--- config.mk ---
export PLATFORM = sky130hd
export DESIGN_NAME = ilsd_front
export DESIGN_NICKNAME = d
export VERILOG_FILES = /design/src/hdl/ilsd_pkg.sv /design/src/hdl/ilsd_front.sv
export SDC_FILE = /design/constraint.sdc
export NUM_CORES = 1
export LEC_CHECK = 0
export ABC_AREA = 1
export BUFFER_PORTS_ARGS = -buffer_cell sky130_fd_sc_hd__buf_2
export CORE_AREA = 4 4 135 137
export DETAILED_ROUTE_END_ITERATION = 12
export DIE_AREA = 0 0 139 141
export PLACE_DENSITY_LB_ADDON = 0.08
export SYNTH_ARGS = -nofsm -noshare
export SYNTH_HDL_FRONTEND = slang
export SYNTH_SLANG_ARGS = --single-unit
--- constraint.sdc ---
create_clock -name clock -period 7.8 [get_ports clock]
set_clock_uncertainty 0.15 [all_clocks]
set_input_delay 0.39 -clock clock [delete_from_list [all_inputs] [get_ports clock]]
set_output_delay 0.39 -clock clock [all_outputs]
set_load 0.05 [all_outputs]
--- src/hdl/ilsd_pkg.sv ---
`timescale 1ns / 1ps
package ilsd_pkg;

   localparam int SET_INDEX_BITS = 6;
   localparam int WAYS           = 16;
   localparam int ADDR_WIDTH     = 48;
   localparam int SIG_WIDTH      = 64;
   localparam int STAMP_WIDTH    = 64;
   localparam int NUM_SETS       = 1 << SET_INDEX_BITS;
   localparam int WIDX           = (WAYS > 1) ? $clog2(WAYS) : 1;
   localparam int WAYS_P2        = 1 << WIDX;
   localparam int TREE_A_LEVELS  = WIDX / 2;
   localparam int QUEUE_DEPTH    = 2;

   typedef enum logic [1:0] {
      OUT_HIT      = 2'd0,
      OUT_MODIFIED = 2'd1,
      OUT_INSERTED = 2'd2,
      OUT_FLUSHED  = 2'd3
   } outcome_type;

   typedef enum logic [2:0] {
      ST_IDLE,
      ST_READ,
      ST_EVAL,
      ST_WRITE,
      ST_SWEEP,
      ST_FLUSH_DONE
   } back_state_type;

   typedef struct packed {
      logic                  kind;
      logic [ADDR_WIDTH-1:0] pc;
      logic [SIG_WIDTH-1:0]  code_signature;
   } req_type;

   typedef struct packed {
      logic [1:0] outcome;
      logic [3:0] way;
   } rsp_type;

   // One classified word as it travels from the front part to the back part.
   typedef struct packed {
      logic                      flush;
      logic [SET_INDEX_BITS-1:0] set;
      logic [ADDR_WIDTH-1:0]     pc;
      logic [SIG_WIDTH-1:0]      sig;
   } work_type;

   typedef struct packed {
      logic                   valid;
      logic [ADDR_WIDTH-1:0]  tag;
      logic [SIG_WIDTH-1:0]   sig;
      logic [STAMP_WIDTH-1:0] stamp;
   } entry_type;

   typedef entry_type [WAYS-1:0] row_type;

   typedef struct packed {
      logic                   present;
      logic [STAMP_WIDTH-1:0] stamp;
      logic [WIDX-1:0]        idx;
   } cand_type;

   // Keeps the left (lower-numbered) candidate on a tie.
   function automatic cand_type pick_older(cand_type a, cand_type b);
      cand_type r;
      if (!b.present || (a.present && (a.stamp <= b.stamp))) begin
         r = a;
      end else begin
         r = b;
      end
      return r;
   endfunction

endpackage

--- src/hdl/ilsd_front.sv ---
`timescale 1ns / 1ps
module ilsd_front
   import ilsd_pkg::*;
(
   input  logic     clock,
   input  logic     reset,
   input  logic     req_valid,
   output logic     req_ready,
   input  req_type  req_data,
   output logic     q_valid,
   output work_type q_item,
   input  logic     q_pop
);

   localparam int PTR_W = $clog2(QUEUE_DEPTH);

   work_type           slot_ff [QUEUE_DEPTH];
   logic [PTR_W-1:0]   wr_ptr_ff, wr_ptr_in;
   logic [PTR_W-1:0]   rd_ptr_ff, rd_ptr_in;
   logic [PTR_W:0]     count_ff, count_in;
   work_type           classified;
   logic               push;

   always_comb begin
      classified.flush = req_data.kind;
      classified.set   = req_data.pc[2*SET_INDEX_BITS-1:SET_INDEX_BITS];
      classified.pc    = req_data.pc;
      classified.sig   = req_data.code_signature;
   end

   assign req_ready = (count_ff != (PTR_W+1)'(QUEUE_DEPTH));
   assign push      = req_valid && req_ready;
   assign q_valid   = (count_ff != '0);
   assign q_item    = slot_ff[rd_ptr_ff];

   always_comb begin
      wr_ptr_in = push  ? wr_ptr_ff + 1'b1 : wr_ptr_ff;
      rd_ptr_in = q_pop ? rd_ptr_ff + 1'b1 : rd_ptr_ff;
      count_in  = count_ff + (PTR_W+1)'(push) - (PTR_W+1)'(q_pop);
   end

   always_ff @(posedge clock) begin
      if (reset) begin
         wr_ptr_ff <= '0;
         rd_ptr_ff <= '0;
         count_ff  <= '0;
      end else begin
         wr_ptr_ff <= wr_ptr_in;
         rd_ptr_ff <= rd_ptr_in;
         count_ff  <= count_in;
      end
      if (push) begin
         slot_ff[wr_ptr_ff] <= classified;
      end
   end

   a_no_pop_empty: assert property (@(posedge clock) disable iff (reset)
      q_pop |-> q_valid) else $error("pop from empty queue");
   a_count_track: assert property (@(posedge clock) disable iff (reset)
      (push && !q_pop) |=> (count_ff == $past(count_ff) + 1'b1))
      else $error("queue count lost a push");
   a_ptr_gap: assert property (@(posedge clock) disable iff (reset)
      (count_ff == '0) |-> (wr_ptr_ff == rd_ptr_ff))
      else $error("queue pointers apart while empty");

endmodule

[Word level (Yosys, flattened, before mapping)]
Memory sizes are Yosys's and may differ from the RTL's. A register that Yosys moved wholly into a read port is not among the register bits.
Cells that the tools add are included.
Storage, ports and cells
  register bits: 4
  memory bits (writable): 238
  logic and storage cells: 15
  memories kept: 1
Cells by class
  add/sub/neg operators: 4
  equality and inequality tests: 1
  muxes and demuxes: 4
  reductions and logical operators: 2
Memory list
  slot_ff: depth 2, bits a word 119, rd ports 1, clocked after memory_dff 1, write ports 1, line ilsd_front.sv:17  | work_type slot_ff [QUEUE_DEPTH];
Operator list (count)
  1-bit two-way mux: 4
  1-bit adder, second input constant: 2
  2-bit by 1-bit adder with 2-bit output: 1
  2-bit inequality test, second input constant: 1
  2-bit nonzero test: 1
  2-bit by 1-bit subtractor with 2-bit output: 1
  1-bit logical AND: 1

[Depth between registers and ports, before layout]
Gate-level depths: netlist of the first run.
  word-level depth: 4
  mapped depth: 11
  gate-level depth less buffers: 11

[Worst setup path after synthesis of the first run]
OpenSTA, ideal clock, no wires.
  path kind: flip-flop to flip-flop
  from: register count_ff[0]
  to: memory slot_ff[1][0] (netlist bit), enable pin
  data arrival time: 5733 ps
  required time: 7062 ps
  path slack: 1328 ps
  stages on the path, launching flop included: 5
  path through: dfxtp_1 inv_1 nand2_1 nand2_1 nor2_1
Between the ends
  cells in the longest elaborated chain, start to end: 4
Ends and longest elaborated chain
  from (decl): line ilsd_front.sv:20  | logic [PTR_W:0] count_ff, count_in;
  from (signal assigned): line ilsd_front.sv:50  | count_ff <= count_in;
  2-bit inequality test: line ilsd_front.sv:31  | assign req_ready = (count_ff != (PTR_W+1)'(QUEUE_DEPTH));
  net req_ready: line ilsd_front.sv:8  | output logic req_ready,
  1-bit logical AND: line ilsd_front.sv:32  | assign push = req_valid && req_ready;
  1-bit two-way mux: line ilsd_front.sv:52  | if (push) begin
  1-bit two-way mux (implied by the code): line ilsd_front.sv:53  | slot_ff[wr_ptr_ff] <= classified;
  to (decl): line ilsd_front.sv:17
The timed path passes the listed nets, and every way through them passes these cells.

==> flow_summary.ini, run 1 <==
[run_status]
result_of_the_run = complete, no violations

[clock_tree]
clock_latency_ns = 0.49
tritoncts = built
cts-hold-fix-buffers = 114
cts.repair.resized = 0
cts-root-buf = sky130_fd_sc_hd__clkbuf_16
path_clk_slew_ns = 0.06
cts_buffers = 24
setup_fix_buffers_added_after_clock_tree_synthesis = 0
cts.path.max_buffers = 3
cts_htree_levels = 1
clock_net_sink_count = 231

[yosys]
post_synth_net_total = 507
synth_compound_area_share_pct = 0.115
post_synth_most_frequent_cells = sky130_fd_sc_hd__edfxtp_1 (226), sky130_fd_sc_hd__mux2_4 (70), sky130_fd_sc_hd__mux2_2 (43), sky130_fd_sc_hd__buf_6 (8), sky130_fd_sc_hd__nand2_1 (8)
netlist_area_um2 = 8710
synth-warning-count = 0
largest_family_of_logic_cells_by_synthesized_area = multiplexers
synth.most_common_cell = sky130_fd_sc_hd__edfxtp_1
synth-main-ff-cell = sky130_fd_sc_hd__edfxtp_1
share_of_async_settable_or_async_resettable_flops_after_synthesis_pct = 0
unique_masters_post_synth = 16
top_area_cell_type_share_of_the_netlist_area_pct = 77.9
ys_top_cells_by_area = sky130_fd_sc_hd__edfxtp_1 (78%), sky130_fd_sc_hd__mux2_4 (12%), sky130_fd_sc_hd__mux2_2 (5.6%)
synth-simple-area-share_pct = 0.675
synth_fa_ha_area_share_pct = 0.144
post_synth_inst_count = 389
syn-mean-instance-area_um2 = 22.4
synth-edff-count = 226
synth_area_leader_cell = sky130_fd_sc_hd__edfxtp_1
synth_mux_area_share_pct = 17.6
synth.ff_latch_count = 231
synth_xor_area_share_pct = 0.201
synth-seq-area-share_pct = 79.0

[pwr]
power.leakage_nw = 4.73
vdd_ir_drop_max_v = 0.000199
final_total_power_w = 0.00335
combinationalPowerShare_pct = 20.6
pwr-share-seq_pct = 45.5
p_sw_share_pct = 27.8
internal_power_w = 0.00241
switching_power_w = 0.000932
power.share.clock_pct = 33.9
power_per_cell_area_nw_per_um2 = 279

[cells_and_area]
final_design_area_no_fill_um2 = 12000
area_growth_syn_to_layout_pct = 37.8
diodes = 0
num-nets-final = 870
layout-drive-gt1-share_pct = 50.9
n_fill_cell = 1110
postLayoutCoreUtil_pct = 70.4

[place]
placement.io_buffers = 237
finalWeightedCongestion = 0.775
pre_cts_ws_ns = 4.68
dpl-instance-area_um2 = 10100
half_perimeter_wire_length_after_detailed_placement_um = 10500

[global_route]
grtUsageMet3_pct = 4.65
busiest_layer = met2
grt_pass1_wl_um = 27200
first_global_vias = 5241
grt_util_met2_pct = 29.6
grt_usage_pct = 17.3
global_route.overflow_total = 0
grtUsageMet1_pct = 21.7
grt_max_degree = 74
antenna_violations_before_repair = 0

[die]
floorplan.core_area_um2 = 17100
die_area_um2 = 19600
initial_utilization_pct = 51.1
die_height_um = 141
number_of_i_o_pins = 238
die-width_um = 139
placement_rows = 48

[routing]
num_vias = 4768
drc = 0
drt_iter0_markers = 192
totalWireLength_um = 17500
detail-route-antenna-nets = 0
routed_wire_length_per_instance_um = 17.5
drt-vias-per-instance = 4.79
firstDrtPassIters = 4

[timing]
achievable_clock_frequency_ghz = 0.280
finalSetupTns_ns = 0
finalSetupViolations = 0
period_share_pct = 45.7
final-max-slew-violation-count = 0
post-route-min-period_ns = 3.57
grt_setup_unrepaired = false
worst_pin_slew_ns = 1.21
hold_viol = 0
max_slew_margin_pct = 19.3
final.setup.worst_slack_ns = 4.23

[critical_path]
timing_worst_setup_path_type = flip-flop to output pin
timing.critical_path.arrival_ns = 3.03
cp-start-kind = flip-flop
crit_required_ns = 7.26
endpoint_kind = output pin
maximum_fanout_along_the_worst_path = 73

[worst_hold_path]
hold_class = primary input to flip-flop

[flow_run]
maxCapViolations = 0
==> registers in the layout, indices dropped and copies added (netlist names), named ones only <==
register / cells
count_ff: 2
rd_ptr_ff: 1
slot_ff: 226
wr_ptr_ff: 1
==> per-stage QoR <==
stage	instances	hold slack [ns]
CTS	995	0.0367
floorplan	389	0.309
detailed placement	837	0.372
finish	995	0.0635
global route	995	0.0636
global placement	837	0.349
==> placed cells by master (no fill, tap or decap), drive strengths merged <==
cell	n
a21oi	2
buf	242
bufinv	2
clkbuf	40
clkinv	2
dfxtp	5
dlygate4sd3	114
edfxtp	226
ha	1
inv	6
mux2	113
nand2	8
nand3	1
nor2	5
nor3	1
xnor2	2
==> path summary, 6_finish.rpt <==
kind / cells past startpoint / from / slack (ns) / end
max: 3 / flip-flop / 4.23 / q_item[102]
min: 3 / req_valid / 0.06 / wr_ptr_ff
max reg2reg: 6 / count_ff[0] / 5.03 / slot_ff[1][13]
min reg2reg: 2 / rd_ptr_ff / 0.39 / flip-flop
==> worst max-delay path, cell delays in order, from the launching register on <==
cell and delay (ns):
sky130_fd_sc_hd__dfxtp_4 0.81, sky130_fd_sc_hd__buf_4 1.02, sky130_fd_sc_hd__mux2_2 0.43, sky130_fd_sc_hd__buf_2 0.21
==> cells by family (layout without fill, tap and decap cells) <==
logic type	after synthesis	count (layout)
adders and majority gates	1	1
and+or+nand+nor	15	15
DFF	231	231
AOI/OAI and AO/OA	2	2
buffers and inverters	25	406
xor gates and xnor gates	2	2
muxes	113	113
==> cell type report <==
| type | count | area, µm² | area share, % |
|---|---|---|---|
| repair buffers | 356 | 2360 | 19.7 |
| well taps | 225 | 282 | 2.34 |
| multi-input cells | 133 | 1650 | 13.7 |
| clock inverters | 4 | 70.1 | 0.583 |
| inverters | 6 | 22.5 | 0.188 |
| clock buffers | 40 | 732 | 6.09 |
| flip-flops and latches | 231 | 6890 | 57.4 |
==> power groups by stage <==
stage	clock network, W	logic, W	registers, W
final	0.00113	0.000690	0.00152
after floorplan	0	0.000521	0.00155
after detailed placement	0	0.000649	0.00155
after global routing	0.00123	0.000724	0.00153
after CTS	0.00116	0.000696	0.00152
after global placement	0	0.000641	0.00154
==> metal layers <==
layer  wire, µm  vias up
li1           -     2252
met1       7010     2290
met2       8800      193
met3       1190       33
met4        455        0
met5          0        -
Power figures use the tool's default switching activity.
==> inputs of run 2 (changes only) <==
--- a/config.mk
+++ b/config.mk
@@ -5,11 +5,11 @@
 export SDC_FILE = /design/constraint.sdc
 export NUM_CORES = 1
 export LEC_CHECK = 0
-export ABC_AREA = 1
+export ABC_AREA = 0
 export BUFFER_PORTS_ARGS = -buffer_cell sky130_fd_sc_hd__buf_2
-export CORE_AREA = 4 4 135 137
+export CORE_AREA = 4 4 140 142
 export DETAILED_ROUTE_END_ITERATION = 12
-export DIE_AREA = 0 0 139 141
+export DIE_AREA = 0 0 144 146
 export PLACE_DENSITY_LB_ADDON = 0.08
 export SYNTH_ARGS = -nofsm -noshare
 export SYNTH_HDL_FRONTEND = slang
==> constraint.sdc (replaced) <==
create_clock -name clock -period 3.24 [get_ports clock]
set_clock_uncertainty 0.15 [all_clocks]
set_input_delay 0.162 -clock clock [delete_from_list [all_inputs] [get_ports clock]]
set_output_delay 0.162 -clock clock [all_outputs]
set_load 0.05 [all_outputs]
==> flow_summary.ini, run 2 <==
[timing]
final-max-slew-violation-count = 0
finalSetupViolations = 0
grt_setup_unrepaired = false
post-route-min-period_ns = 2.64
finalSetupTns_ns = 0
max_slew_margin_pct = 48.5
hold_viol = 0
period_share_pct = 81.5
final.setup.worst_slack_ns = 0.598
achievable_clock_frequency_ghz = 0.378
worst_pin_slew_ns = 0.772

[yosys]
synth-edff-count = 226
ys_top_cells_by_area = sky130_fd_sc_hd__edfxtp_1 (80%), sky130_fd_sc_hd__mux2_1 (9.3%), sky130_fd_sc_hd__mux2_2 (5.7%)
synth_fa_ha_area_share_pct = 0.148
post_synth_net_total = 504
synth_compound_area_share_pct = 0.369
synth-main-ff-cell = sky130_fd_sc_hd__edfxtp_1
largest_family_of_logic_cells_by_synthesized_area = multiplexers
netlist_area_um2 = 8470
synth-seq-area-share_pct = 81.3
synth_mux_area_share_pct = 15.0
synth_xor_area_share_pct = 0.207
top_area_cell_type_share_of_the_netlist_area_pct = 80.1
post_synth_inst_count = 386
synth.ff_latch_count = 231
synth-warning-count = 0
synth-simple-area-share_pct = 1.02
syn-mean-instance-area_um2 = 22.0
post_synth_most_frequent_cells = sky130_fd_sc_hd__edfxtp_1 (226), sky130_fd_sc_hd__mux2_1 (70), sky130_fd_sc_hd__mux2_2 (43), sky130_fd_sc_hd__buf_4 (7), sky130_fd_sc_hd__buf_6 (7)
synth.most_common_cell = sky130_fd_sc_hd__edfxtp_1
synth_area_leader_cell = sky130_fd_sc_hd__edfxtp_1
share_of_async_settable_or_async_resettable_flops_after_synthesis_pct = 0
unique_masters_post_synth = 25

[clock_tree]
clock_latency_ns = 0.50
cts.repair.resized = 0
clock_net_sink_count = 231
path_clk_slew_ns = 0.06
tritoncts = built
cts_htree_levels = 1
cts_buffers = 24
cts-root-buf = sky130_fd_sc_hd__clkbuf_16
cts-hold-fix-buffers = 117
cts.path.max_buffers = 3
setup_fix_buffers_added_after_clock_tree_synthesis = 0

[global_route]
grt_usage_pct = 16.3
grt_pass1_wl_um = 26900
antenna_violations_before_repair = 0
global_route.overflow_total = 0
grt_max_degree = 50
first_global_vias = 5166

[cells_and_area]
area_growth_syn_to_layout_pct = 39.8
n_fill_cell = 1285
layout.cells.most_common_list = sky130_fd_sc_hd__buf_2 (237), sky130_fd_sc_hd__edfxtp_1 (226), sky130_fd_sc_hd__dlygate4sd3_1 (117)
final_design_area_no_fill_um2 = 11800
largest_register_ff_count = 226
layout_commonest_cell = sky130_fd_sc_hd__buf_2
num-nets-final = 874
diodes = 0
largest_register = slot_ff
layout-drive-gt1-share_pct = 42.3
layout_top_registers = slot_ff x226, count_ff x2

[critical_path]
worst_r2r_path_depth = 4
maximum_fanout_along_the_worst_path = 44
cp-start-kind = flip-flop
endpoint_kind = output pin
reg2reg_capture_point = slot_ff[0][109]
crit_required_ns = 2.93
launching_point_of_the_worst_reg2reg_path = count_ff[0]
timing.critical_path.arrival_ns = 2.33
timing.reg2reg.setup_slack_ns = 1.00
timing_worst_setup_path_type = flip-flop to output pin

[worst_hold_path]
worst_case_hold_path_end_point = slot_ff[1][53]
hold_depth = 2
min_from = req_data[53]
hold_class = primary input to flip-flop

[flow_run]
maxCapViolations = 0

[pwr]
vdd_ir_drop_max_v = 0.000471
power_per_cell_area_nw_per_um2 = 664
power.leakage_nw = 4.50

[die]
die-width_um = 144
placement_rows = 50
number_of_i_o_pins = 238
die_area_um2 = 21000
die_height_um = 146
initial_utilization_pct = 45.9
floorplan.core_area_um2 = 18500

[routing]
routed_wire_length_per_instance_um = 17.6
totalWireLength_um = 17700
drt_iter0_markers = 235
drt-vias-per-instance = 4.78
drc = 0
detail-route-antenna-nets = 0
firstDrtPassIters = 4
num_vias = 4799

[place]
finalWeightedCongestion = 0.752
pre_cts_ws_ns = 0.969
dpl-instance-area_um2 = 9930
placement.io_buffers = 237
half_perimeter_wire_length_after_detailed_placement_um = 11200

[run_status]
result_of_the_run = complete, no violations
==> run 2: changes by cell type in the layout (fill, tap and decap cells not counted), moves of 3 or more <==
cell | previous run | this run
sky130_fd_sc_hd__nand2_1 | 8 | 1
sky130_fd_sc_hd__buf_12 | 0 | 4
sky130_fd_sc_hd__dlygate4sd3_1 | 114 | 117
sky130_fd_sc_hd__clkbuf_8 | 5 | 0
sky130_fd_sc_hd__inv_1 | 6 | 2
sky130_fd_sc_hd__mux2_1 | 0 | 70
sky130_fd_sc_hd__mux2_4 | 70 | 0
==> run 2: worst max-delay path by stage <==
stage	startpoint	to	slack (ns)	cells past startpoint
floorplan	count_ff[0]	slot_ff[0][0]	0.15	3
global placement	count_ff[0]	slot_ff[0][0]	1.02	4
detailed placement	count_ff[0]	slot_ff[0][97]	0.97	4
CTS	flip-flop	q_item[66]	0.50	3
global route	flip-flop	q_item[66]	0.45	3
finish	flip-flop	q_item[66]	0.60	3
==> run 2: metrics by stage <==
stage          util (%)  cells  hold slack (ns)  power (W)
2_1_floorplan         -    386           0.0811    0.00484
3_3_place_gp       53.8    847            0.201    0.00521
3_5_place_dp       53.8    847            0.203    0.00523
4_1_cts            64.2   1005            0.215    0.00795
5_1_grt            64.2   1005            0.218    0.00818
6_report           64.2   1005            0.233    0.00787
==> run 2: final cells by class <==
cell class | instances | area [µm²] | area share (%)
flip-flops and latches | 231 | 6890 | 58.2
repair buffers | 363 | 2470 | 20.9
multi-input cells | 133 | 1430 | 12.0
clock buffers | 33 | 656 | 5.54
well taps | 234 | 293 | 2.47
clock inverters | 8 | 87.6 | 0.740
inverters | 3 | 15.0 | 0.127
==> run 2: power breakdown <==
part	switching [W]	leakage (nW)	internal, W
registers	0.0000744	2.15	0.00358
clock network	0.00103	0.365	0.00156
logic	0.00114	1.98	0.000477
total	0.00225	4.50	0.00562
==> run 2: worst max-delay path, cell delays in order, from the launching register on <==
cell and delay [ns]:
sky130_fd_sc_hd__dfxtp_4 0.76, sky130_fd_sc_hd__buf_4 0.44, sky130_fd_sc_hd__mux2_1 0.39, sky130_fd_sc_hd__buf_2 0.22
==> run 2: kinds of logic (layout without fill, tap and decap cells) <==
group / Yosys count / in the layout
flops: 231 / 231
compound gates: 4 / 4
buf+inv: 22 / 407
simple gates: 13 / 13
fa+ha+maj: 1 / 1
mux: 113 / 113
xor+xnor: 2 / 2
==> run 2: metal layers <==
layer | GRT usage, % | vias to the layer above | routed length (µm)
met5 | 0 | - | 0
met4 | 4.43 | 0 | 446
met3 | 4.24 | 33 | 1250
met2 | 27.7 | 169 | 8810
met1 | 20.7 | 2333 | 7220
li1 | - | 2264 | -
